==> src/rtl/mfs_pkg.sv <==
`timescale 1ns / 1ps
// ----------------------------------------------------------------------------
// mfs_pkg
// Shared types and constants for the motion JPEG frame splitter.
// ----------------------------------------------------------------------------
package mfs_pkg;

  localparam logic [7:0] BYTE_FF   = 8'hFF;
  localparam logic [7:0] MARK_SOI  = 8'hD8;
  localparam logic [7:0] MARK_EOI  = 8'hD9;
  localparam logic [7:0] BYTE_ZERO = 8'h00;

  localparam int unsigned QUEUE_DEPTH = 4;
  localparam int unsigned QUEUE_AW    = $clog2(QUEUE_DEPTH);

  typedef struct packed {
    logic [7:0] data_byte;
    logic       end_of_stream;
  } in_t;

  typedef struct packed {
    logic [7:0]  frame_byte;
    logic        lead_ff;
    logic        frame_start;
    logic        frame_end;
    logic        frame_abort;
    logic [15:0] frame_number;
  } out_t;

  // Word handed from the scanner to the result queue
  typedef struct packed {
    logic valid;
    out_t word;
  } emit_t;

  typedef enum logic [6:0] {
    PH_HUNT    = 7'b0000001,
    PH_HUNT_FF = 7'b0000010,
    PH_BODY    = 7'b0000100,
    PH_BODY_FF = 7'b0001000,
    PH_LEN_HI  = 7'b0010000,
    PH_LEN_LO  = 7'b0100000,
    PH_SKIP    = 7'b1000000
  } phase_t;

endpackage

==> src/rtl/mfs_scanner.sv <==
`timescale 1ns / 1ps
// ----------------------------------------------------------------------------
// mfs_scanner
// Front end: walks the byte stream, tracks markers and segments, and
// classifies each accepted byte into at most one result word.
// ----------------------------------------------------------------------------
module mfs_scanner (
  input  logic          clk,
  input  logic          rst,
  input  logic          cfg_we,
  input  logic [15:0]   cfg_data,
  input  logic          accept,
  input  mfs_pkg::in_t  item,
  output mfs_pkg::emit_t emit
);

  mfs_pkg::phase_t phase, phase_next;
  logic [7:0]  length_high, length_high_next;
  logic [15:0] skip_remaining, skip_remaining_next;
  logic [15:0] frames_done, frames_done_next;
  logic [15:0] first_frame_number;

  logic [7:0]  b;
  logic [15:0] seg_len;
  logic [15:0] skip_dec;
  logic        have, lead, start, fend, abort, open;
  logic [7:0]  ob;

  assign b        = item.data_byte;
  assign seg_len  = {length_high, b};
  assign skip_dec = skip_remaining - 16'd1;

  always_comb begin
    phase_next          = phase;
    length_high_next    = length_high;
    skip_remaining_next = skip_remaining;
    frames_done_next    = frames_done;
    have  = 1'b0;
    ob    = b;
    lead  = 1'b0;
    start = 1'b0;
    fend  = 1'b0;
    abort = 1'b0;
    open  = 1'b0;

    unique case (phase)
      mfs_pkg::PH_HUNT: begin
        if (b == mfs_pkg::BYTE_FF) phase_next = mfs_pkg::PH_HUNT_FF;
      end
      mfs_pkg::PH_HUNT_FF: begin
        if (b == mfs_pkg::MARK_SOI) begin
          have       = 1'b1;
          lead       = 1'b1;
          start      = 1'b1;
          phase_next = mfs_pkg::PH_BODY;
        end else if (b != mfs_pkg::BYTE_FF) begin
          phase_next = mfs_pkg::PH_HUNT;
        end
      end
      mfs_pkg::PH_BODY: begin
        if (b == mfs_pkg::BYTE_FF) phase_next = mfs_pkg::PH_BODY_FF;
        else have = 1'b1;
      end
      mfs_pkg::PH_BODY_FF: begin
        have = 1'b1;
        if (b == mfs_pkg::MARK_EOI) begin
          lead                = 1'b1;
          fend                = 1'b1;
          frames_done_next    = frames_done + 16'd1;
          phase_next          = mfs_pkg::PH_HUNT;
          length_high_next    = '0;
          skip_remaining_next = '0;
        end else if (b == mfs_pkg::BYTE_FF) begin
          // release the held FF as a plain byte, hold the new one
          ob = mfs_pkg::BYTE_FF;
        end else if (b == mfs_pkg::BYTE_ZERO) begin
          lead       = 1'b1;
          phase_next = mfs_pkg::PH_BODY;
        end else begin
          lead       = 1'b1;
          phase_next = mfs_pkg::PH_LEN_HI;
        end
      end
      mfs_pkg::PH_LEN_HI: begin
        have             = 1'b1;
        length_high_next = b;
        phase_next       = mfs_pkg::PH_LEN_LO;
      end
      mfs_pkg::PH_LEN_LO: begin
        have = 1'b1;
        // lengths below two skip nothing beyond the length bytes
        if (seg_len < 16'd2) skip_remaining_next = '0;
        else skip_remaining_next = seg_len - 16'd2;
        phase_next = (skip_remaining_next != '0) ? mfs_pkg::PH_SKIP : mfs_pkg::PH_BODY;
      end
      mfs_pkg::PH_SKIP: begin
        have                = 1'b1;
        skip_remaining_next = skip_dec;
        if (skip_dec == '0) phase_next = mfs_pkg::PH_BODY;
      end
      default: begin
        phase_next = mfs_pkg::PH_HUNT;
      end
    endcase

    if (item.end_of_stream) begin
      open = (phase_next != mfs_pkg::PH_HUNT) && (phase_next != mfs_pkg::PH_HUNT_FF);
      phase_next          = mfs_pkg::PH_HUNT;
      length_high_next    = '0;
      skip_remaining_next = '0;
      if (open) begin
        abort = 1'b1;
        if (!have) begin
          // flush a held FF as the last word
          ob   = mfs_pkg::BYTE_FF;
          lead = 1'b0;
        end
        have = 1'b1;
      end
    end
  end

  always_comb begin
    emit.valid             = accept && have;
    emit.word.frame_byte   = ob;
    emit.word.lead_ff      = lead;
    emit.word.frame_start  = start;
    emit.word.frame_end    = fend;
    emit.word.frame_abort  = abort;
    emit.word.frame_number = first_frame_number + frames_done;
  end

  always_ff @(posedge clk) begin
    if (rst) begin
      phase              <= mfs_pkg::PH_HUNT;
      length_high        <= '0;
      skip_remaining     <= '0;
      frames_done        <= '0;
      first_frame_number <= '0;
    end else begin
      if (cfg_we) first_frame_number <= cfg_data;
      if (accept) begin
        phase          <= phase_next;
        length_high    <= length_high_next;
        skip_remaining <= skip_remaining_next;
        frames_done    <= frames_done_next;
      end
    end
  end

endmodule

==> src/rtl/mfs_queue.sv <==
`timescale 1ns / 1ps
// ----------------------------------------------------------------------------
// mfs_queue
// Back end: short result queue that decouples the scanner from the
// receiver and presents the oldest word on its read side.
// ----------------------------------------------------------------------------
module mfs_queue (
  input  logic           clk,
  input  logic           rst,
  input  mfs_pkg::emit_t emit,
  output logic           full,
  input  logic           rd_en,
  output mfs_pkg::out_t  rd_data,
  output logic           empty
);

  localparam int unsigned AW = mfs_pkg::QUEUE_AW;

  mfs_pkg::out_t mem [mfs_pkg::QUEUE_DEPTH];
  logic [AW-1:0] wr_ptr, rd_ptr;
  logic [AW:0]   count;
  logic          do_wr, do_rd;

  assign full    = (count == (AW+1)'(mfs_pkg::QUEUE_DEPTH));
  assign empty   = (count == '0);
  assign do_wr   = emit.valid && !full;
  assign do_rd   = rd_en && !empty;
  assign rd_data = mem[rd_ptr];

  always_ff @(posedge clk) begin
    if (do_wr) mem[wr_ptr] <= emit.word;
  end

  always_ff @(posedge clk) begin
    if (rst) begin
      wr_ptr <= '0;
      rd_ptr <= '0;
      count  <= '0;
    end else begin
      if (do_wr) wr_ptr <= wr_ptr + AW'(1);
      if (do_rd) rd_ptr <= rd_ptr + AW'(1);
      unique case ({do_wr, do_rd})
        2'b10:   count <= count + (AW+1)'(1);
        2'b01:   count <= count - (AW+1)'(1);
        default: count <= count;
      endcase
    end
  end

endmodule

==> src/rtl/mjpeg_frame_splitter_core.sv <==
`timescale 1ns / 1ps
// ----------------------------------------------------------------------------
// mjpeg_frame_splitter_core
// Splits a motion JPEG byte stream into numbered frames.
// ----------------------------------------------------------------------------
// Input side is a queue write port: a byte is taken at a clock edge with
// push high and full low. end_of_stream marks the last byte of a stream.
// Results come out of a queue read port: while empty is low the oldest
// word sits on result, and pop at a clock edge takes it.
// Each byte is classified combinationally; a byte that yields a word writes
// it at the edge that takes the byte, so empty falls right after that edge
// and the word can be popped at the next one. One byte per
// clock is sustained as long as the receiver pops; marker and hunt bytes
// that yield nothing are still accepted like any other byte.
// A four-word queue sits between scanner and output; when the receiver
// stalls it fills and full rises, holding the sender until pop frees a
// slot. The user must write first_frame_number via cfg_we / cfg_data
// while the block is idle (not enforced); it takes effect on the next byte.
// Reset empties the queue, returns the scanner to hunting for a start
// marker, and clears the frame count and the base number.
// ----------------------------------------------------------------------------
module mjpeg_frame_splitter_core (
  input  logic          clk,
  input  logic          rst,
  input  logic          push,
  output logic          full,
  input  mfs_pkg::in_t  item,
  output logic          empty,
  input  logic          pop,
  output mfs_pkg::out_t result,
  input  logic          cfg_we,
  input  logic [15:0]   cfg_data
);

  mfs_pkg::emit_t emit;
  logic           accept;

  assign accept = push && !full;

  mfs_scanner u_scanner (
    .clk      (clk),
    .rst      (rst),
    .cfg_we   (cfg_we),
    .cfg_data (cfg_data),
    .accept   (accept),
    .item     (item),
    .emit     (emit)
  );

  mfs_queue u_queue (
    .clk     (clk),
    .rst     (rst),
    .emit    (emit),
    .full    (full),
    .rd_en   (pop),
    .rd_data (result),
    .empty   (empty)
  );

  a_no_full_and_empty : assert property (@(posedge clk) disable iff (rst)
    !(full && empty))
    else $error("queue reports full and empty together");

  a_end_not_abort : assert property (@(posedge clk) disable iff (rst)
    !empty |-> !(result.frame_end && result.frame_abort))
    else $error("word flags both frame end and abort");

  a_start_marker : assert property (@(posedge clk) disable iff (rst)
    (!empty && result.frame_start) |->
      (result.lead_ff && result.frame_byte == mfs_pkg::MARK_SOI))
    else $error("frame start word is not an FF D8 marker");

  a_end_marker : assert property (@(posedge clk) disable iff (rst)
    (!empty && result.frame_end) |->
      (result.lead_ff && result.frame_byte == mfs_pkg::MARK_EOI))
    else $error("frame end word is not an FF D9 marker");

  a_word_lands : assert property (@(posedge clk) disable iff (rst)
    (accept && emit.valid) |=> !empty)
    else $error("classified word did not reach the queue");

endmodule

==> config.mk <==
export PLATFORM = sky130hd
export DESIGN_NAME = mjpeg_frame_splitter_core
export DESIGN_NICKNAME = d
export VERILOG_FILES = /design/src/rtl/mfs_pkg.sv /design/src/rtl/mfs_scanner.sv /design/src/rtl/mfs_queue.sv /design/src/rtl/mjpeg_frame_splitter_core.sv
export SDC_FILE = /design/constraint.sdc
export NUM_CORES = 1
export LEC_CHECK = 0
export ABC_AREA = 1
export BUFFER_PORTS_ARGS = -buffer_cell sky130_fd_sc_hd__buf_4
export CAP_MARGIN = 10
export CORE_MARGIN = 3
export CORE_UTILIZATION = 40
export CTS_CLUSTER_SIZE = 25
export DETAILED_ROUTE_END_ITERATION = 10
export GPL_ROUTABILITY_DRIVEN = 0
export PLACE_DENSITY = 0.55
export SLEW_MARGIN = 20
export SYNTH_ARGS = -nofsm -noshare
export SYNTH_HDL_FRONTEND = slang
export SYNTH_HIERARCHICAL = 1
export SYNTH_SLANG_ARGS = --single-unit
==> constraint.sdc <==
create_clock -name clk -period 5.18 [get_ports clk]
set_clock_uncertainty 0.1 [all_clocks]
set_input_delay 0.518 -clock clk [delete_from_list [all_inputs] [get_ports clk]]
set_output_delay 0.518 -clock clk [all_outputs]
set_load 0.05 [all_outputs]
# Yosys cells after proc, flatten, opt, wreduce, memory -nomap -nowiden
# Memory sizes are Yosys's and may differ from the RTL's. A register that Yosys moved wholly into a read port is not among the register bits.
# Cells that the tools add are included.
dict set report word_totals {
  wordCells 98
  ram_bits 112
  mem_count 1
  register_bits 70
  input_bits 30
}
dict set report op_classes {
  eq_ne 17
  reduce_logical 18
  n_lt_le_gt_ge 1
  n_addsub 8
  mux 45
}
# memory words width read_ports rd_ports_with_merged_regs wr line_no
set mem_list {}
lappend mem_list {u_queue.mem 4 28 1 1 1 mfs_queue.sv:19} ;# mfs_pkg::out_t mem [mfs_pkg::QUEUE_DEPTH];
# cell n
set op_table {}
lappend op_table {{2-to-1 mux 16 bit} 4}
lappend op_table {{2-to-1 mux 8 bit} 8}
lappend op_table {{2-to-1 mux 7 bit} 9}
lappend op_table {{case mux 7 bit (7 select lines)} 1}
lappend op_table {{case mux 16 bit (3 select lines)} 1}
lappend op_table {{equality test 8 bit, second input constant} 3}
lappend op_table {{adder 16 x 1 -> 16 bit, second input constant} 1}
lappend op_table {{adder 16 bit} 1}
lappend op_table {{logical NOT 16 bit} 1}
lappend op_table {{< comparator 16 x 2 -> 1 bit, second input constant} 1}
lappend op_table {{case mux 8 bit (2 select lines)} 1}
lappend op_table {{nonzero test 16 bit} 1}
lappend op_table {{subtractor 16 x 1 -> 16 bit, second input constant} 1}
lappend op_table {{subtractor 16 x 2 -> 16 bit, second input constant} 1}
lappend op_table {{2-to-1 mux 1 bit} 15}
lappend op_table {{AND reduction 3 bit} 3}
lappend op_table {{logical NOT 8 bit} 1}
lappend op_table {{!= test 8 bit, second input constant} 1}
lappend op_table {{equality test 7 x 1 -> 1 bit, second input constant} 1}
lappend op_table {{equality test 7 x 2 -> 1 bit, second input constant} 1}
lappend op_table {{equality test 7 x 3 -> 1 bit, second input constant} 1}
lappend op_table {{equality test 7 x 4 -> 1 bit, second input constant} 1}
lappend op_table {{equality test 7 x 5 -> 1 bit, second input constant} 1}
lappend op_table {{equality test 7 x 6 -> 1 bit, second input constant} 1}
lappend op_table {{22 further kinds} 29}

# Depth between registers and ports, before layout
dict set report depth {
  depth_word 14
  mapped_depth 21
  ltp_nobuf 21
}

# Cells and area by module
# The synthesis kept the hierarchy.
# module cells_per_inst area_per_inst_um2 n_inst
set modules_own_cells {}
lappend modules_own_cells {mfs_scanner 737 4760.8 1}
lappend modules_own_cells {mfs_queue 341 4636.9 1}
lappend modules_own_cells {mjpeg_frame_splitter_core 2 10.0 1}

# Worst setup path after synthesis
# OpenSTA, ideal clock, no wires.
dict set report synth_path {
  path_kind {register to register}
  startpoint {register u_scanner.phase[1]}
  endpoint {memory u_queue/mem[0][0] (netlist bit) (enable)}
  slack_ns 1.747
  synth_period_minus_slack_ns 3.433
  arrival_ns 2.920
  stages_incl_launch_ff 14
  path_cell_list {dfxtp_1 inv_2 nand2_2 inv_2 nand2_2 nor4_4 nor2_2 nand4_1 nand4_1 nor2_1 nand2_1 a21oi_1 nand2_1 nor2_1}
}
# item line_no
set synth_rtl {}
lappend synth_rtl {{from (decl)} mfs_scanner.sv:17} ;# mfs_pkg::phase_t phase, phase_next;
lappend synth_rtl {{from (signal assigned)} mfs_scanner.sv:135} ;# phase <= mfs_pkg::PH_HUNT;
lappend synth_rtl {{from (signal assigned)} mfs_scanner.sv:143} ;# phase <= phase_next;
lappend synth_rtl {{to (decl)} mfs_queue.sv:19}

==> impl_metrics.env <==
export IMPL_seq_area_um2=4810
export IMPL_drcViolationCount=0
export IMPL_post_route_period_util_pct=63.9
export IMPL_synthArstFlopShare_pct=0
export IMPL_clock_latency_ns=0.43
export IMPL_cp_start_kind="flip-flop"
export IMPL_crit_arrival_ns=3.57
export IMPL_worst_slew_pin_slew_ns=0.937
export IMPL_cts_resized=0
export IMPL_cp_cell_sequence="nor2_1 -> nand2_1 -> inv_1 -> nor2_2 -> clkinv_1 -> a21oi_1 -> nand2_1 -> ha_1 -> inv_1 -> fa_1 -> a21oi_1"
export IMPL_setup_viol=0
export IMPL_htree_levels=4
export IMPL_antenna_left=0
export IMPL_cts_hold_buf=0
export IMPL_cts_tree="built"
export IMPL_grt_overflow_total=0
export IMPL_io_buffers=59
export IMPL_worstPathRequired_ns=5.45
export IMPL_drt_total_wl_um=21800
export IMPL_max_freq_mhz=302
export IMPL_worstSetupPathType="reg -> reg"
export IMPL_grt_pass1_wl_um=36300
export IMPL_numCtsBuffers=17
export IMPL_die_x_um=159
export IMPL_design_area_um2=10700
export IMPL_initial_core_util_pct=41.2
export IMPL_multi_input_area_um2=3930
export IMPL_clockRootBuffer="clkbuf_16"
export IMPL_routedWlPerCell_um=15.1
export IMPL_swShare_pct=36.0
export IMPL_synth_edff_count=112
export IMPL_grt_use_total_pct=17.4
export IMPL_synth_nets=1136
export IMPL_hold_path_class="in -> reg"
export IMPL_critical_path_top_delay_family="simple AND/OR/NAND/NOR gates"
export IMPL_die_h_um=159
export IMPL_cpPeakStageDelay_ns=0.47
export IMPL_nets=1177
export IMPL_nFillCells=2253
export IMPL_yosysSeqAreaShare_pct=51.1
export IMPL_p_sw_uw=1420
export IMPL_clock_sinks=184
export IMPL_numPlacedInstances=1415
export IMPL_pwr_share_comb_pct=26.0
export IMPL_cap_viol_max_count=0
export IMPL_vias_per_cell=5.04
export IMPL_rsz0062_at_grt="false"
export IMPL_antenna_found_initial=0
export IMPL_placed_cell_area_um2=10000
export IMPL_synth_distinct_cells=48
export IMPL_layout_cells_non_filler=1447
export IMPL_final_max_slew_violation_count=0
export IMPL_cellLeakagePower_uw=0.00421
export IMPL_ios=60
export IMPL_slew_limit_headroom_pct=37.4
export IMPL_clockBufferDepth=2
export IMPL_p_per_area_nw_per_um2=371
export IMPL_synth_area_um2=9410
export IMPL_syn_inst=1080
export IMPL_diodes=0
export IMPL_area_growth_pct=13.3
export IMPL_final_setup_tns_ns=0
export IMPL_internal_power_uw=2530
export IMPL_drt_initial_drc_count=449
export IMPL_cp_max_fo=9
export IMPL_hpwl_um=14800
export IMPL_grt_pass1_vias=6876
export IMPL_seqPwrFrac_pct=41.0
export IMPL_critPathBufInv=3
export IMPL_fin_crit_ns=3.31
export IMPL_dieArea_um2=25400
export IMPL_grt_max_degree=58
export IMPL_num_vias=7288
export IMPL_vdd_drop_max_mv=0.217
export IMPL_rows=55
export IMPL_synth_top_flop_cell="edfxtp_1"
export IMPL_cts_reportedPaths_clkPinSlew_ns=0.08
export IMPL_status="finished clean"
export IMPL_yosys_warnings=6
export IMPL_drt_pass1_iterations=5
export IMPL_synth_seq_cells=184
export IMPL_drive_gt1_share_pct=13.5
export IMPL_coreArea_um2=22800
export IMPL_finalHoldViolations=0
export IMPL_syn_area_per_cell_um2=8.71
export IMPL_cts_setup_buffers=0
export IMPL_clkPwrFrac_pct=33.0
export IMPL_endpoint_kind="flip-flop"
export IMPL_worst_path_max_delay_cell="nor2_2"
## per-stage QoR
| step | setup slack, ns | hold slack [ns] | utilization (%) | power, µW |
|---|---|---|---|---|
| after global placement | 1.93 | 0.375 | 43.9 | 2690 |
| after detailed placement | 1.86 | 0.378 | 43.9 | 2690 |
| after CTS | 1.86 | 0.185 | 46.7 | 4000 |
| final | 1.87 | 0.201 | 46.7 | 3950 |
| after global routing | 1.50 | 0.207 | 46.7 | 4150 |
| after floorplan | 1.75 | 0.359 | - | 2420 |
## cells in the final DEF (no fill, tap or decap), types with 10 or more instances in the layout
cell       Yosys  layout
nor2_1       167     163
nand2_2       13      13
nand2_1      180     180
xor2_1        16      16
a21oi_2       10      10
buf_4          5      66
edfxtp_1     112     112
nor3_1        12      12
nand3_1       46      46
a21oi_1       57      57
o21ai_1       15      15
inv_1        100     100
o22ai_1       35      35
clkbuf_16      0      17
o21ai_0       90      90
dfxtp_1       72      71
ha_1          24      24
## metal layers
| metal | GRT usage (%) | share of wire, % | vias to the layer above | routed length, µm |
|---|---|---|---|---|
| met2 | 27.1 | 45 | 127 | 9750 |
| li1 | - | - | 3748 | - |
| met5 | 0 | 0 | - | 0 |
| met1 | 25.0 | 50 | 3396 | 10900 |
| met4 | 5.05 | 1.1 | 0 | 250 |
| met3 | 2.99 | 3.9 | 17 | 860 |
## tightest hold or removal path, stage by stage
cell	delay, ns
buf_4	0.08
nor2_1	0.03
nor2_1	0.08
## power groups by stage
stage / Sequential [µW] / Combinational (µW) / Clock [µW]
2_1_floorplan: 1650 / 771 / 0
5_1_grt: 1630 / 1120 / 1410
3_5_place_dp: 1650 / 1040 / 0
4_1_cts: 1620 / 1040 / 1340
3_3_place_gp: 1650 / 1030 / 0
6_report: 1620 / 1030 / 1310
## registers in the layout (all words and copies together), names as in the netlist, named ones only
name	cells
u_queue/count	3
u_scanner/length_high	8
u_scanner/frames_done	16
u_scanner/phase	7
u_queue/wr_ptr	2
u_scanner/first_frame_number	16
u_queue/mem	112
u_queue/rd_ptr	2
u_scanner/skip_remaining	16
## cell families after synthesis
logic type               after synthesis  share of synthesized area [%]
AND/OR/NAND/NOR                      460                           22.0
AO/OA/AOI/OAI                        231                           13.8
flip-flops                           184                           51.1
buffers and inverters                155                           7.28
adder cells (fa/ha/maj)               26                           3.62
XOR/XNOR                              24                           2.23
## synthesized netlist by cell type (all sizes together), types with 12 or more instances
cell	count	area, µm²
xor2	16	140
buf	20	178
ha	24	300
inv	108	405
clkbuf	24	90.1
edfxtp	112	3360
nor3	12	60.1
a21oi	67	373
nand2	194	768
nand3	52	305
nor2	176	717
o22ai	35	219
o21ai	105	526
dfxtp	72	1440
## path summary, 6_finish.rpt
kind | cells after the start | slack (ns) | endpoint | from
setup reg to reg | 11 | 1.87 | u_queue/count[1]$_SDFFE_PP0P_ | u_queue/count[1]$_SDFFE_PP0P_
setup / recovery | 11 | 1.87 | u_queue/count[1]$_SDFFE_PP0P_ | u_queue/count[1]$_SDFFE_PP0P_
hold reg to reg | 2 | 0.39 | u_scanner/skip_remaining[1]$_SDFFE_PP0P_ | u_scanner/skip_remaining[1]$_SDFFE_PP0P_
hold / removal | 3 | 0.20 | u_scanner/first_frame_number[10]$_SDFFE_PP0P_ | cfg_data[10]
## cell type report
class,instances,area share (%)
Sequential cell,184,45.1
Multi-Input combinational cell,741,36.9
Timing Repair Buffer,66,4.65
Clock buffer,17,3.99
Inverter,111,3.91
Tap cell,313,3.67
Clock inverter,15,1.83
Note: power is estimated with default switching activity, not from simulation.
